--- src/i2cstm_pkg.sv ---
// Package: shared constants and codes for the I2C sensor transaction master.
`timescale 1ns / 1ps

package i2cstm_pkg;

   // request mode codes
   localparam logic [1:0] MODE_TICK  = 2'd0;
   localparam logic [1:0] MODE_WRITE = 2'd1;
   localparam logic [1:0] MODE_READ  = 2'd2;

   // configuration register indexes
   localparam int CSR_ADDR_W = 2;
   localparam int CSR_DATA_W = 16;
   localparam logic [CSR_ADDR_W-1:0] REG_WRITE_ADDRESS = 2'd0;
   localparam logic [CSR_ADDR_W-1:0] REG_READ_ADDRESS  = 2'd1;
   localparam logic [CSR_ADDR_W-1:0] REG_ACK_TIMEOUT   = 2'd2;
   localparam logic [CSR_ADDR_W-1:0] REG_SETTLE_TICKS  = 2'd3;

   // register reset values
   localparam logic [7:0]  WRITE_ADDRESS_RST = 8'd176;
   localparam logic [7:0]  READ_ADDRESS_RST  = 8'd177;
   localparam logic [7:0]  ACK_TIMEOUT_RST   = 8'd250;
   localparam logic [15:0] SETTLE_TICKS_RST  = 16'd10000;

   // read transaction byte positions
   localparam logic [2:0] CRC_BYTE  = 3'd3;
   localparam logic [2:0] LAST_BYTE = 3'd5;

endpackage

--- src/i2cstm_if.sv ---
// Interfaces: request, response and configuration channels.
`timescale 1ns / 1ps

interface i2cstm_req_if;
   logic       valid;
   logic       ready;
   logic [1:0] mode;
   logic [7:0] cmd_first;
   logic [7:0] cmd_second;
   logic       sda_in;

   modport source (output valid, mode, cmd_first, cmd_second, sda_in, input ready);
   modport sink   (input valid, mode, cmd_first, cmd_second, sda_in, output ready);
endinterface

interface i2cstm_rsp_if;
   logic        valid;
   logic        ready;
   logic        scl;
   logic        sda_out;
   logic        sda_drive;
   logic        busy_res;
   logic        done_res;
   logic        ack_error;
   logic [31:0] read_word;

   modport source (output valid, scl, sda_out, sda_drive, busy_res, done_res, ack_error,
                   read_word, input ready);
   modport sink   (input valid, scl, sda_out, sda_drive, busy_res, done_res, ack_error,
                   read_word, output ready);
endinterface

interface i2cstm_csr_if;
   logic                              valid;
   logic                              ready;
   logic [i2cstm_pkg::CSR_ADDR_W-1:0] addr;
   logic [i2cstm_pkg::CSR_DATA_W-1:0] data;

   modport source (output valid, addr, data, input ready);
   modport sink   (input valid, addr, data, output ready);
endinterface

--- src/i2c_sensor_transaction_master_top.sv ---
// Top level: I2C sensor transaction master sequencer, one bus tick per request.
//
// Usage:
//   req_ch carries one bus tick per request: mode (tick only, start write,
//   start read), the two write command bytes and the sampled SDA level.
//   rsp_ch returns one response per request: SCL, SDA level and drive enable,
//   busy, done pulse, ack error and the assembled 32-bit read word.
//   csr_ch writes write_address, read_address, ack_timeout and settle_ticks;
//   it is always ready; the user must write it only while the block is idle, as the block does not enforce this.
// Timing:
//   The response is registered and appears in the cycle after its request is
//   taken; a new request is taken every cycle unless rsp_ch stalls. Sequencer
//   state and response register update in one pass. A write sends three bytes with
//   ack polls, a stop and the settle wait; starts are ignored while busy.
// Reset:
//   Sequencer goes idle (SCL high, SDA driven high on its ticks), configuration registers take defaults.
// Backpressure:
//   When rsp_ch stalls, the response register holds and req_ch.ready drops
//   unless the pending response is taken in the same cycle.
`timescale 1ns / 1ps

module i2c_sensor_transaction_master_top (
   input  logic              clock,
   input  logic              reset,
   i2cstm_req_if.sink        req_ch,
   i2cstm_rsp_if.source      rsp_ch,
   i2cstm_csr_if.sink        csr_ch
);

   typedef enum logic [4:0] {
      PH_IDLE, PH_START_HI, PH_START_LO, PH_SB_SET, PH_SB_HIGH, PH_SB_LOW, PH_SB_TAIL,
      PH_WA_LOW, PH_WA_HIGH, PH_WA_POLL, PH_RB_LOW, PH_RB_HIGH, PH_RA_LOW, PH_RA_HIGH,
      PH_STOP_A, PH_STOP_B, PH_STOP_C, PH_SETTLE
   } phase_type;

   // configuration
   logic [7:0]  write_address_ff;
   logic [7:0]  read_address_ff;
   logic [7:0]  ack_timeout_ff;
   logic [15:0] settle_ticks_ff;

   // sequencer state
   phase_type   phase_ff, phase_in;
   logic        tick_ff, tick_in;
   logic [3:0]  bit_count_ff, bit_count_in;
   logic [2:0]  byte_index_ff, byte_index_in;
   logic [7:0]  shift_ff, shift_in;
   logic [15:0] saved_ff, saved_in;
   logic [31:0] word_ff, word_in;
   logic [15:0] wait_ff, wait_in;
   logic        is_read_ff, is_read_in;
   logic        failed_ff, failed_in;

   // response register
   logic        rsp_valid_ff, rsp_valid_in;
   logic        scl_ff, scl_in;
   logic        sda_out_ff, sda_out_in;
   logic        sda_drive_ff, sda_drive_in;
   logic        busy_ff, busy_in;
   logic        done_ff, done_in;
   logic        ack_error_ff, ack_error_in;

   logic        req_accept;

   assign req_ch.ready = !rsp_valid_ff || rsp_ch.ready;
   assign req_accept   = req_ch.valid && req_ch.ready;
   assign csr_ch.ready = 1'b1;

   assign rsp_ch.valid     = rsp_valid_ff;
   assign rsp_ch.scl       = scl_ff;
   assign rsp_ch.sda_out   = sda_out_ff;
   assign rsp_ch.sda_drive = sda_drive_ff;
   assign rsp_ch.busy_res  = busy_ff;
   assign rsp_ch.done_res  = done_ff;
   assign rsp_ch.ack_error = ack_error_ff;
   assign rsp_ch.read_word = word_ff;

   // one bus tick of the sequencer
   always_comb begin
      phase_type ph;
      logic      half;

      phase_in      = phase_ff;
      tick_in       = tick_ff;
      bit_count_in  = bit_count_ff;
      byte_index_in = byte_index_ff;
      shift_in      = shift_ff;
      saved_in      = saved_ff;
      word_in       = word_ff;
      wait_in       = wait_ff;
      is_read_in    = is_read_ff;
      failed_in     = failed_ff;
      scl_in        = 1'b1;
      sda_out_in    = 1'b1;
      sda_drive_in  = 1'b1;
      done_in       = 1'b0;
      ack_error_in  = 1'b0;

      if (phase_ff == PH_IDLE &&
          (req_ch.mode == i2cstm_pkg::MODE_WRITE || req_ch.mode == i2cstm_pkg::MODE_READ)) begin
         is_read_in    = (req_ch.mode == i2cstm_pkg::MODE_READ);
         failed_in     = 1'b0;
         saved_in      = {req_ch.cmd_first, req_ch.cmd_second};
         byte_index_in = 3'd0;
         bit_count_in  = 4'd0;
         shift_in      = (req_ch.mode == i2cstm_pkg::MODE_READ) ? read_address_ff
                                                                : write_address_ff;
         phase_in      = PH_START_HI;
         tick_in       = 1'b0;
      end

      ph      = phase_in;
      half    = tick_in;
      busy_in = (ph != PH_IDLE);
      // two-tick phases: toggle, cleared again on phase change
      tick_in = ~tick_in;

      case (ph)
         PH_IDLE: begin
            tick_in = tick_ff;
         end
         PH_START_HI: begin
            if (half) phase_in = PH_START_LO;
         end
         PH_START_LO: begin
            sda_out_in = 1'b0;
            if (half) phase_in = PH_SB_SET;
         end
         PH_SB_SET: begin
            scl_in     = 1'b0;
            sda_out_in = shift_in[7];
            if (half) phase_in = PH_SB_HIGH;
         end
         PH_SB_HIGH: begin
            sda_out_in = shift_in[7];
            if (half) phase_in = PH_SB_LOW;
         end
         PH_SB_LOW: begin
            scl_in     = 1'b0;
            sda_out_in = shift_in[7];
            if (half) begin
               shift_in     = {shift_in[6:0], shift_in[7]};
               bit_count_in = bit_count_in + 4'd1;
               phase_in     = (bit_count_in >= 4'd8) ? PH_SB_TAIL : PH_SB_SET;
            end
         end
         PH_SB_TAIL: begin
            scl_in     = 1'b0;
            sda_out_in = shift_in[0];
            if (half) begin
               wait_in  = 16'd0;
               phase_in = PH_WA_LOW;
            end
         end
         PH_WA_LOW: begin
            scl_in       = 1'b0;
            sda_drive_in = 1'b0;
            tick_in      = 1'b0;
            phase_in     = PH_WA_HIGH;
         end
         PH_WA_HIGH: begin
            sda_drive_in = 1'b0;
            tick_in      = 1'b0;
            phase_in     = PH_WA_POLL;
         end
         PH_WA_POLL: begin
            sda_drive_in = 1'b0;
            tick_in      = 1'b0;
            if (!req_ch.sda_in) begin
               bit_count_in = 4'd0;
               if (is_read_in) begin
                  byte_index_in = 3'd1;
                  shift_in      = 8'd0;
                  phase_in      = PH_RB_LOW;
               end else if (byte_index_in == 3'd0) begin
                  byte_index_in = 3'd1;
                  shift_in      = saved_in[15:8];
                  phase_in      = PH_SB_SET;
               end else if (byte_index_in == 3'd1) begin
                  byte_index_in = 3'd2;
                  shift_in      = saved_in[7:0];
                  phase_in      = PH_SB_SET;
               end else begin
                  phase_in = PH_STOP_A;
               end
            end else begin
               wait_in = wait_in + 16'd1;
               if (wait_in > {8'd0, ack_timeout_ff}) begin
                  failed_in = 1'b1;
                  phase_in  = PH_STOP_A;
               end
            end
         end
         PH_RB_LOW: begin
            scl_in       = 1'b0;
            sda_drive_in = 1'b0;
            if (half) phase_in = PH_RB_HIGH;
         end
         PH_RB_HIGH: begin
            sda_drive_in = 1'b0;
            if (!half) shift_in = {shift_in[6:0], req_ch.sda_in};
            if (half) begin
               bit_count_in = bit_count_in + 4'd1;
               phase_in     = (bit_count_in >= 4'd8) ? PH_RA_LOW : PH_RB_LOW;
            end
         end
         PH_RA_LOW: begin
            scl_in     = 1'b0;
            sda_out_in = (byte_index_in >= i2cstm_pkg::LAST_BYTE);
            if (half) phase_in = PH_RA_HIGH;
         end
         PH_RA_HIGH: begin
            sda_out_in = (byte_index_in >= i2cstm_pkg::LAST_BYTE);
            if (half) begin
               if (byte_index_in != i2cstm_pkg::CRC_BYTE) word_in = {word_in[23:0], shift_in};
               if (byte_index_in >= i2cstm_pkg::LAST_BYTE) begin
                  phase_in = PH_STOP_A;
               end else begin
                  byte_index_in = byte_index_in + 3'd1;
                  bit_count_in  = 4'd0;
                  shift_in      = 8'd0;
                  phase_in      = PH_RB_LOW;
               end
            end
         end
         PH_STOP_A: begin
            scl_in     = 1'b0;
            sda_out_in = 1'b0;
            if (half) phase_in = PH_STOP_B;
         end
         PH_STOP_B: begin
            sda_out_in = 1'b0;
            if (half) phase_in = PH_STOP_C;
         end
         PH_STOP_C: begin
            if (half) begin
               done_in      = 1'b1;
               ack_error_in = failed_in;
               wait_in      = 16'd0;
               if (!is_read_in && !failed_in && settle_ticks_ff != 16'd0) phase_in = PH_SETTLE;
               else phase_in = PH_IDLE;
            end
         end
         PH_SETTLE: begin
            tick_in = 1'b0;
            wait_in = wait_in + 16'd1;
            if (wait_in >= settle_ticks_ff) phase_in = PH_IDLE;
         end
         default: begin
            tick_in  = 1'b0;
            phase_in = PH_IDLE;
         end
      endcase

      rsp_valid_in = req_accept || (rsp_valid_ff && !rsp_ch.ready);
   end

   always_ff @(posedge clock) begin
      if (reset) begin
         write_address_ff <= i2cstm_pkg::WRITE_ADDRESS_RST;
         read_address_ff  <= i2cstm_pkg::READ_ADDRESS_RST;
         ack_timeout_ff   <= i2cstm_pkg::ACK_TIMEOUT_RST;
         settle_ticks_ff  <= i2cstm_pkg::SETTLE_TICKS_RST;
      end else if (csr_ch.valid) begin
         case (csr_ch.addr)
            i2cstm_pkg::REG_WRITE_ADDRESS: write_address_ff <= csr_ch.data[7:0];
            i2cstm_pkg::REG_READ_ADDRESS:  read_address_ff  <= csr_ch.data[7:0];
            i2cstm_pkg::REG_ACK_TIMEOUT:   ack_timeout_ff   <= csr_ch.data[7:0];
            i2cstm_pkg::REG_SETTLE_TICKS:  settle_ticks_ff  <= csr_ch.data;
            default: ;
         endcase
      end
   end

   always_ff @(posedge clock) begin
      if (reset) begin
         phase_ff      <= PH_IDLE;
         tick_ff       <= 1'b0;
         bit_count_ff  <= 4'd0;
         byte_index_ff <= 3'd0;
         shift_ff      <= 8'd0;
         saved_ff      <= 16'd0;
         word_ff       <= 32'd0;
         wait_ff       <= 16'd0;
         is_read_ff    <= 1'b0;
         failed_ff     <= 1'b0;
         rsp_valid_ff  <= 1'b0;
      end else begin
         rsp_valid_ff <= rsp_valid_in;
         if (req_accept) begin
            phase_ff      <= phase_in;
            tick_ff       <= tick_in;
            bit_count_ff  <= bit_count_in;
            byte_index_ff <= byte_index_in;
            shift_ff      <= shift_in;
            saved_ff      <= saved_in;
            word_ff       <= word_in;
            wait_ff       <= wait_in;
            is_read_ff    <= is_read_in;
            failed_ff     <= failed_in;
         end
      end
   end

   always_ff @(posedge clock) begin
      if (req_accept) begin
         scl_ff       <= scl_in;
         sda_out_ff   <= sda_out_in;
         sda_drive_ff <= sda_drive_in;
         busy_ff      <= busy_in;
         done_ff      <= done_in;
         ack_error_ff <= ack_error_in;
      end
   end

   a_accept_gives_rsp: assert property (@(posedge clock) disable iff (reset)
      req_accept |=> rsp_valid_ff)
      else $error("accepted request produced no response");

   a_done_busy: assert property (@(posedge clock) disable iff (reset)
      rsp_valid_ff && done_ff |-> busy_ff)
      else $error("done reported outside a transaction");

   a_error_done: assert property (@(posedge clock) disable iff (reset)
      rsp_valid_ff && ack_error_ff |-> done_ff)
      else $error("ack error without done");

   a_release_busy: assert property (@(posedge clock) disable iff (reset)
      rsp_valid_ff && !sda_drive_ff |-> busy_ff)
      else $error("SDA released while idle");

endmodule
--- src/flat_wrapper.sv ---
// flat-port wrapper written by rule: the top's interface ports become plain ports
module i2c_sensor_transaction_master_top_flat 
  (clock, reset, req_ch_valid, req_ch_mode, req_ch_cmd_first, req_ch_cmd_second, req_ch_sda_in, req_ch_ready, rsp_ch_valid, rsp_ch_scl, rsp_ch_sda_out, rsp_ch_sda_drive, rsp_ch_busy_res, rsp_ch_done_res, rsp_ch_ack_error, rsp_ch_read_word, rsp_ch_ready, csr_ch_valid, csr_ch_addr, csr_ch_data, csr_ch_ready);
  i2cstm_req_if req_ch_i ();
  i2cstm_rsp_if rsp_ch_i ();
  i2cstm_csr_if csr_ch_i ();
  input  logic clock;
  input  logic reset;
  input wire logic [$bits(req_ch_i.valid)-1:0] req_ch_valid;
  input wire logic [$bits(req_ch_i.mode)-1:0] req_ch_mode;
  input wire logic [$bits(req_ch_i.cmd_first)-1:0] req_ch_cmd_first;
  input wire logic [$bits(req_ch_i.cmd_second)-1:0] req_ch_cmd_second;
  input wire logic [$bits(req_ch_i.sda_in)-1:0] req_ch_sda_in;
  output wire logic [$bits(req_ch_i.ready)-1:0] req_ch_ready;
  output wire logic [$bits(rsp_ch_i.valid)-1:0] rsp_ch_valid;
  output wire logic [$bits(rsp_ch_i.scl)-1:0] rsp_ch_scl;
  output wire logic [$bits(rsp_ch_i.sda_out)-1:0] rsp_ch_sda_out;
  output wire logic [$bits(rsp_ch_i.sda_drive)-1:0] rsp_ch_sda_drive;
  output wire logic [$bits(rsp_ch_i.busy_res)-1:0] rsp_ch_busy_res;
  output wire logic [$bits(rsp_ch_i.done_res)-1:0] rsp_ch_done_res;
  output wire logic [$bits(rsp_ch_i.ack_error)-1:0] rsp_ch_ack_error;
  output wire logic [$bits(rsp_ch_i.read_word)-1:0] rsp_ch_read_word;
  input wire logic [$bits(rsp_ch_i.ready)-1:0] rsp_ch_ready;
  input wire logic [$bits(csr_ch_i.valid)-1:0] csr_ch_valid;
  input wire logic [$bits(csr_ch_i.addr)-1:0] csr_ch_addr;
  input wire logic [$bits(csr_ch_i.data)-1:0] csr_ch_data;
  output wire logic [$bits(csr_ch_i.ready)-1:0] csr_ch_ready;
  assign req_ch_i.valid = req_ch_valid;
  assign req_ch_i.mode = req_ch_mode;
  assign req_ch_i.cmd_first = req_ch_cmd_first;
  assign req_ch_i.cmd_second = req_ch_cmd_second;
  assign req_ch_i.sda_in = req_ch_sda_in;
  assign req_ch_ready = req_ch_i.ready;
  assign rsp_ch_valid = rsp_ch_i.valid;
  assign rsp_ch_scl = rsp_ch_i.scl;
  assign rsp_ch_sda_out = rsp_ch_i.sda_out;
  assign rsp_ch_sda_drive = rsp_ch_i.sda_drive;
  assign rsp_ch_busy_res = rsp_ch_i.busy_res;
  assign rsp_ch_done_res = rsp_ch_i.done_res;
  assign rsp_ch_ack_error = rsp_ch_i.ack_error;
  assign rsp_ch_read_word = rsp_ch_i.read_word;
  assign rsp_ch_i.ready = rsp_ch_ready;
  assign csr_ch_i.valid = csr_ch_valid;
  assign csr_ch_i.addr = csr_ch_addr;
  assign csr_ch_i.data = csr_ch_data;
  assign csr_ch_ready = csr_ch_i.ready;
  i2c_sensor_transaction_master_top u_core (.clock(clock), .reset(reset), .req_ch(req_ch_i), .rsp_ch(rsp_ch_i), .csr_ch(csr_ch_i));
endmodule
--- config.mk ---
export PLATFORM = sky130hd
export DESIGN_NAME = i2c_sensor_transaction_master_top_flat
export DESIGN_NICKNAME = d
export VERILOG_FILES = /design/src/i2cstm_pkg.sv /design/src/i2cstm_if.sv /design/src/i2c_sensor_transaction_master_top.sv /design/src/flat_wrapper.sv
export SDC_FILE = /design/constraint.sdc
export NUM_CORES = 1
export LEC_CHECK = 0
export BUFFER_PORTS_ARGS = -buffer_cell sky130_fd_sc_hd__clkbuf_2
export CORE_ASPECT_RATIO = 0.6
export CORE_MARGIN = 2
export CORE_UTILIZATION = 59
export DETAILED_ROUTE_END_ITERATION = 16
export GPL_TIMING_DRIVEN = 1
export PLACE_DENSITY = 0.8
export SLEW_MARGIN = 20
export SYNTH_ARGS = -nofsm -noshare
export SYNTH_HDL_FRONTEND = slang
export SYNTH_SLANG_ARGS = --single-unit
--- constraint.sdc ---
create_clock -name clock -period 3.9 [get_ports clock]
set_input_delay 0.195 -clock clock [delete_from_list [all_inputs] [get_ports clock]]
set_output_delay 0.195 -clock clock [all_outputs]
set_load 0.02 [all_outputs]
==> flow_summary_export.csv, run 1 <==
group,metric,value,unit
floorplan,rows,31,
worst_setup_path,cp_top_family,"simple AND/OR/NAND/NOR gates",
grt,grt_max_degree,60,
timing,finClkSkew,0.00927,ns
finish,final_cell_mix,"nand2_1, dfxtp_1, a21oi_1, clkbuf_2, nor2_1",
grt,grt_pass1_vias,6849,
routing,routed_wl,22.0,mm
timing,hold_viol,0,
worst_setup_path,criticalPathCategory,"reg2reg",
worst_setup_path,worst_setup_path_start_kind,"flop",
routing,num_vias,7568,
worst_setup_path,path_max_fanout,8,
clock_tree,cts.sink_count,134,
logic_synthesis,ys_ff_latch,134,
grt,overflow,0,
worst_setup_path,r2r.worst_path.cells,12,
timing,worstMarginPinSlew,1.07,ns
timing,fin_crit_sh,0.886,
worst_setup_path,crit_required,4.25,ns
floorplan,dieArea,13700,um2
routing,viasPerCell,6.22,
grt,grt_pass1_wl,35.6,mm
flow_run,drv_cap,0,
timing,rsz0062_at_grt,"no",
worst_setup_path,slowest_stage,"dfxtp_1",
clock_tree,cts_buffers,17,
power,ir_worst_vdd,0.204,mV
outcome,status,"finished, final reports clean",
power,p_total,3530,uW
timing,maxSlewViolCount,0,
floorplan,start_util,0.615,
clock_tree,worstSkewPairLatency,0.43,ns
logic_synthesis,syn_nets,1056,
worst_setup_path,path_buf_inv,0,
finish,syn2layout_area_growth,14.9,%
worst_setup_path,r2r_end,"u_core.phase_ff[0]$_SDFFE_PP0P_",
worst_setup_path,worst-path-stages,12,
clock_tree,ctsHtreeMaxLevel,4,
power,leakage,0.00352,uW
placement,post-dp-hpwl,15.3,mm
logic_synthesis,ys_types,68,
routing,drt_iter0_drc,1070,
finish,layout-drive-gt1-share,0.147,
logic_synthesis,yosysSeqAreaShare,0.364,
routing,drc_errors,0,
finish,layout.cells.most_common,"nand2_1",
worst_setup_path,cp-end-kind,"flop",
finish,postLayoutCellArea,8670,um2
power,p_per_area,407,nW/um2
placement,io_buffers,81,
timing,fin_ws,0.444,ns
placement,gp_congestion,0.973,
timing,setup_tns,0,ns
clock_tree,clkTransAtPathRegs,0.06,ns
routing,ant_nets,0,
logic_synthesis,dominantRegCellSynth,"dfxtp_1",
logic_synthesis,syn_area,7540,um2
grt,grt_util_all_layers,0.326,
logic_synthesis,synthCells,983,
finish,diodes,0,
routing,wire_per_inst,18.1,um
timing,setup_viol,0,
floorplan,die-width,150,um
worst_setup_path,crit_end,"u_core.phase_ff[0]$_SDFFE_PP0P_",
grt,antenna_found_initial,0,
clock_tree,post_cts_buffers,0,
logic_synthesis,ys_async_sr_fraction,0,
worst_hold_path,worstHoldPathType,"in2reg",
placement,dp_cells,1179,
clock_tree,root_buffer,"clkbuf_16",
placement,pre_cts_ws,0.605,ns
logic_synthesis,synth_area_per_cell,7.67,um2
worst_setup_path,cp_cell_sequence,"ha_1, nand3_1, or2_2, nor3_1, xor2_1, ha_1, nor2b_1, o21ai_0, nand4_1, a21oi_1, a211oi_1, o21ai_0",
worst_setup_path,ff2ff_setup_slack,0.44,ns
clock_tree,ctsLongestPathBuffers,2,
logic_synthesis,yosysWarnings,0,
floorplan,core-area,12300,um2
finish,nets,1111,
finish,fin_cells,1216,
floorplan,dieHeight,91.6,um
worst_setup_path,slowest_delay,0.46,ns
routing,drt_pass1_iterations,8,
worst_setup_path,arrival,3.81,ns
clock_tree,cts_tree,"yes",
timing,relSlewSlack,0.281,
timing,fmax,0.289,GHz
timing,period_needed,3.46,ns
floorplan,pin_count,83,
worst_setup_path,crit_start,"u_core.wait_ff[0]$_SDFFE_PP0P_",
worst_setup_path,crit-reg2reg-launch,"u_core.wait_ff[0]$_SDFFE_PP0P_",
logic_synthesis,synth_edf_count,6,
placement,placedInstanceArea,8040,um2
## layer usage
layer / up-vias / GRT usage / part of all wire
met1: 3505 / 0.509 / 0.47
met4: 0 / 0.0653 / 0.010
li1: 3587 / - / -
met3: 30 / 0.0910 / 0.13
met5: - / 0.0269 / 0
met2: 446 / 0.437 / 0.39
## cell type report
type	count	area, um2
Fill cell	975	3590
Timing Repair Buffer	108	623
Clock buffer	18	450
Sequential cell	134	2740
Tap cell	165	206
Multi-Input combinational cell	740	4370
Clock inverter	14	130
Inverter	37	139
## logic make-up (layout without fill, tap and decap cells)
kind of cell | count (synthesis) | after routing | share of synthesized area
multiplexers | 41 | 41 | 0.0549
buffers and inverters | 109 | 177 | 0.0572
adder cells (fa/ha/maj) | 31 | 31 | 0.0514
AO/OA/AOI/OAI | 274 | 274 | 0.226
AND/OR/NAND/NOR | 378 | 378 | 0.229
flip-flops | 134 | 134 | 0.364
other | 1 | 1 | 0.000497
XOR/XNOR | 15 | 15 | 0.0174
## worst min-delay path by stage
stage,start,to,cells past startpoint
6_report,csr_ch_data[8],u_core.settle_ticks_ff[8]$_SDFFE_PP1P_,3
5_1_grt,req_ch_cmd_second[3],u_core.saved_ff[3]$_SDFFE_PP0P_,3
4_1_cts,req_ch_cmd_second[2],u_core.saved_ff[2]$_SDFFE_PP0P_,3
3_5_place_dp,csr_ch_data[12],u_core.settle_ticks_ff[12]$_SDFFE_PP0P_,3
3_3_place_gp,csr_ch_data[11],u_core.settle_ticks_ff[11]$_SDFFE_PP0P_,3
2_1_floorplan,csr_ch_data[0],u_core.read_address_ff[0]$_SDFFE_PP1P_,2
## power by group
| group | total, uW | switching (uW) | internal (uW) |
|---|---|---|---|
| clock network | 1580 | 697 | 881 |
| registers | 1460 | 35.1 | 1420 |
| logic | 491 | 322 | 169 |
## what timing repair did
item / CTS / global route
endpoints found under the hold margin: 5 / 0
hold buffers: 5 / 0
gates resized for setup: 0 / 0
## worst min-delay path, delay by kind of cell
family / cells / cell delay, ns
AO/OA/AOI/OAI: 1 / 0.08
buffers and inverters: 1 / 0.08
AND/OR/NAND/NOR: 1 / 0.04
## synthesized netlist by cell type, drive strengths merged (16+ instances only)
cell type | count | share of area
o21ai | 47 | 0.032
nor2 | 74 | 0.037
clkbuf | 55 | 0.027
a21oi | 123 | 0.082
o211ai | 17 | 0.017
nand3 | 16 | 0.011
nor3 | 23 | 0.015
buf | 17 | 0.011
dfxtp | 128 | 0.34
inv | 37 | 0.018
nand2 | 190 | 0.095
mux2i | 38 | 0.050
ha | 31 | 0.051
## metrics by stage
stage | hold slack (ns) | utilization
4_1_cts | 0.000110 | 0.707
2_1_floorplan | 0.320 | -
5_1_grt | 0.0102 | 0.707
3_5_place_dp | 0.427 | 0.656
6_report | 0.00128 | 0.707
3_3_place_gp | 0.420 | 0.656
## flip-flops by register name, indices dropped and copies added, names as in the netlist, 3 cells and up
| name | cells |
|---|---|
| u_core.byte_index_ff | 3 |
| u_core.shift_ff | 8 |
| u_core.rsp_ch.read_word | 32 |
| u_core.wait_ff | 16 |
| u_core.phase_ff | 5 |
| u_core.read_address_ff | 8 |
| u_core.saved_ff | 16 |
| u_core.bit_count_ff | 4 |
| u_core.ack_timeout_ff | 8 |
| u_core.write_address_ff | 8 |
| u_core.settle_ticks_ff | 16 |
No activity file was read; power rests on OpenSTA's default activity.
==> inputs of run 2 (changes only) <==
- CORE_MARGIN: 2 -> 10
- CORE_UTILIZATION: 59 -> 53
- PLACE_DENSITY: 0.8 -> 0.73
==> run 2 against run 1 <==
Net effect: global-route usage fell by 9.9 points; clock-buffer cell count did not move; maximum frequency rose by 2.1%; critical path depth fell by 1; largest power group unchanged; highest routed layer unchanged.
==> flow_summary_export.csv, run 2 (synthesized netlist as in run 1, its figures left out) <==
group,metric,value,unit
outcome,status,"finished, final reports clean",
worst_setup_path,r2r.worst_path.cells,11,
finish,diodes,0,
placement,placedInstanceArea,8080,um2
power,p_total,3620,uW
finish,layout-drive-gt1-share,0.148,
timing,fmax,0.295,GHz
worst_setup_path,crit_required,4.17,ns
routing,drt_pass1_iterations,6,
routing,drt_iter0_drc,883,
clock_tree,cts.sink_count,134,
timing,worstMarginPinSlew,1.16,ns
worst_setup_path,r2r_end,"u_core.phase_ff[1]$_SDFFE_PP0P_",
routing,ant_nets,0,
finish,layout.cells.most_common,"nand2_1",
finish,fin_cells,1244,
clock_tree,worstSkewPairLatency,0.43,ns
flow_run,drv_cap,0,
finish,fillCellCount,1290,
clock_tree,cts_tree,"yes",
routing,viasPerCell,5.95,
routing,routed_wl,22.6,mm
grt,grt_max_degree,59,
floorplan,core-area,13800,um2
worst_setup_path,arrival,3.66,ns
timing,period_needed,3.39,ns
grt,overflow,0,
finish,largest_reg_flops,32,
power,p_per_area,413,nW/um2
clock_tree,ctsLongestPathBuffers,2,
finish,postLayoutCellArea,8750,um2
placement,gp_congestion,0.983,
timing,fin_crit_sh,0.868,
placement,io_buffers,81,
floorplan,pin_count,83,
timing,setup_viol,0,
placement,dp_cells,1207,
clock_tree,post_cts_buffers,0,
timing,hold_viol,0,
grt,grt_pass1_vias,6834,
worst_setup_path,crit-reg2reg-launch,"u_core.wait_ff[0]$_SDFFE_PP0P_",
timing,finClkSkew,0.00937,ns
clock_tree,cts_buffers,17,
worst_setup_path,criticalPathCategory,"reg2reg",
worst_setup_path,worst_setup_path_start_kind,"flop",
floorplan,dieHeight,112,um
worst_setup_path,cp-end-kind,"flop",
timing,setup_tns,0,ns
timing,maxSlewViolCount,0,
worst_setup_path,path_max_fanout,8,
clock_tree,ctsHtreeMaxLevel,4,
finish,syn2layout_area_growth,16.0,%
grt,grt_util_all_layers,0.227,
grt,antenna_found_initial,0,
worst_setup_path,crit_start,"u_core.wait_ff[0]$_SDFFE_PP0P_",
worst_setup_path,crit_end,"u_core.phase_ff[1]$_SDFFE_PP0P_",
timing,rsz0062_at_grt,"no",
routing,num_vias,7407,
routing,drc_errors,0,
clock_tree,clkTransAtPathRegs,0.07,ns
worst_hold_path,worstHoldPathType,"in2reg",
timing,relSlewSlack,0.227,
floorplan,die-width,174,um
finish,final_cell_mix,"nand2_1, dfxtp_1, a21oi_1, clkbuf_2, nor2_1",
clock_tree,root_buffer,"clkbuf_16",
placement,post-dp-hpwl,16.1,mm
floorplan,rows,33,
floorplan,start_util,0.547,
worst_hold_path,hold_start,"req_ch_cmd_second[5]",
power,leakage,0.00353,uW
finish,nets,1113,
grt,grt_pass1_wl,36.8,mm
worst_setup_path,ff2ff_setup_slack,0.51,ns
routing,wire_per_inst,18.2,um
power,ir_worst_vdd,0.247,mV
floorplan,dieArea,19600,um2
run 2: layout make-up:
class | instances | area [um2] | share of cell area
clock inverters | 13 | 171 | 0.0196
repair buffers | 110 | 641 | 0.0732
flip-flops and latches | 134 | 2740 | 0.313
well taps | 192 | 240 | 0.0275
inverters | 37 | 139 | 0.0159
multi-input cells | 740 | 4380 | 0.500
clock buffers | 18 | 439 | 0.0502
run 2: report_power, final:
| group | internal [uW] | switching, uW |
|---|---|---|
| combinational | 169 | 326 |
| sequential | 1420 | 29.1 |
| clock | 1030 | 643 |
run 2: per-stage QoR:
stage	worst slack, ns	util	hold WS (ns)
after floorplan	0.849	-	0.320
after global placement	0.747	0.586	0.420
after detailed placement	0.586	0.586	0.425
after CTS	0.561	0.634	0.00189
after global routing	0.306	0.634	0.00303
final	0.515	0.634	0.00235
run 2: repair_timing:
action                                 CTS  global route
resized for setup                        0             0
endpoints found under the hold margin    6             0
hold buffers                             6             0
run 2: worst min-delay path by stage:
stage	slack (ns)	end	cells after the start
after global routing	0.003	u_core.saved_ff[6]$_SDFFE_PP0P_	3
final	0.002	u_core.saved_ff[5]$_SDFFE_PP0P_	3
after global placement	0.42	u_core.settle_ticks_ff[13]$_SDFFE_PP1P_	3
after detailed placement	0.43	u_core.settle_ticks_ff[13]$_SDFFE_PP1P_	3
after floorplan	0.32	u_core.read_address_ff[0]$_SDFFE_PP1P_	2
after CTS	0.002	u_core.saved_ff[5]$_SDFFE_PP0P_	3
run 2: per-layer routing:
layer / vias to the layer above / GRT usage / wire length, um
li1: 3591 / - / -
met2: 396 / 0.301 / 8670
met5: - / 0 / 0
met4: 0 / 0.0528 / 266
met3: 27 / 0.0786 / 2870
met1: 3393 / 0.339 / 10800
run 2: worst max-delay path, cell delays in order, from the launching register on:
cell     delay (ns)
dfxtp_1        0.46
ha_1           0.27
nand3_1        0.27
nor2_1         0.21
xor2_1         0.29
ha_1           0.22
nand4_1        0.11
or2_2          0.31
a221o_1        0.34
or4_1          0.46
nor3_1         0.18
o32ai_1        0.11
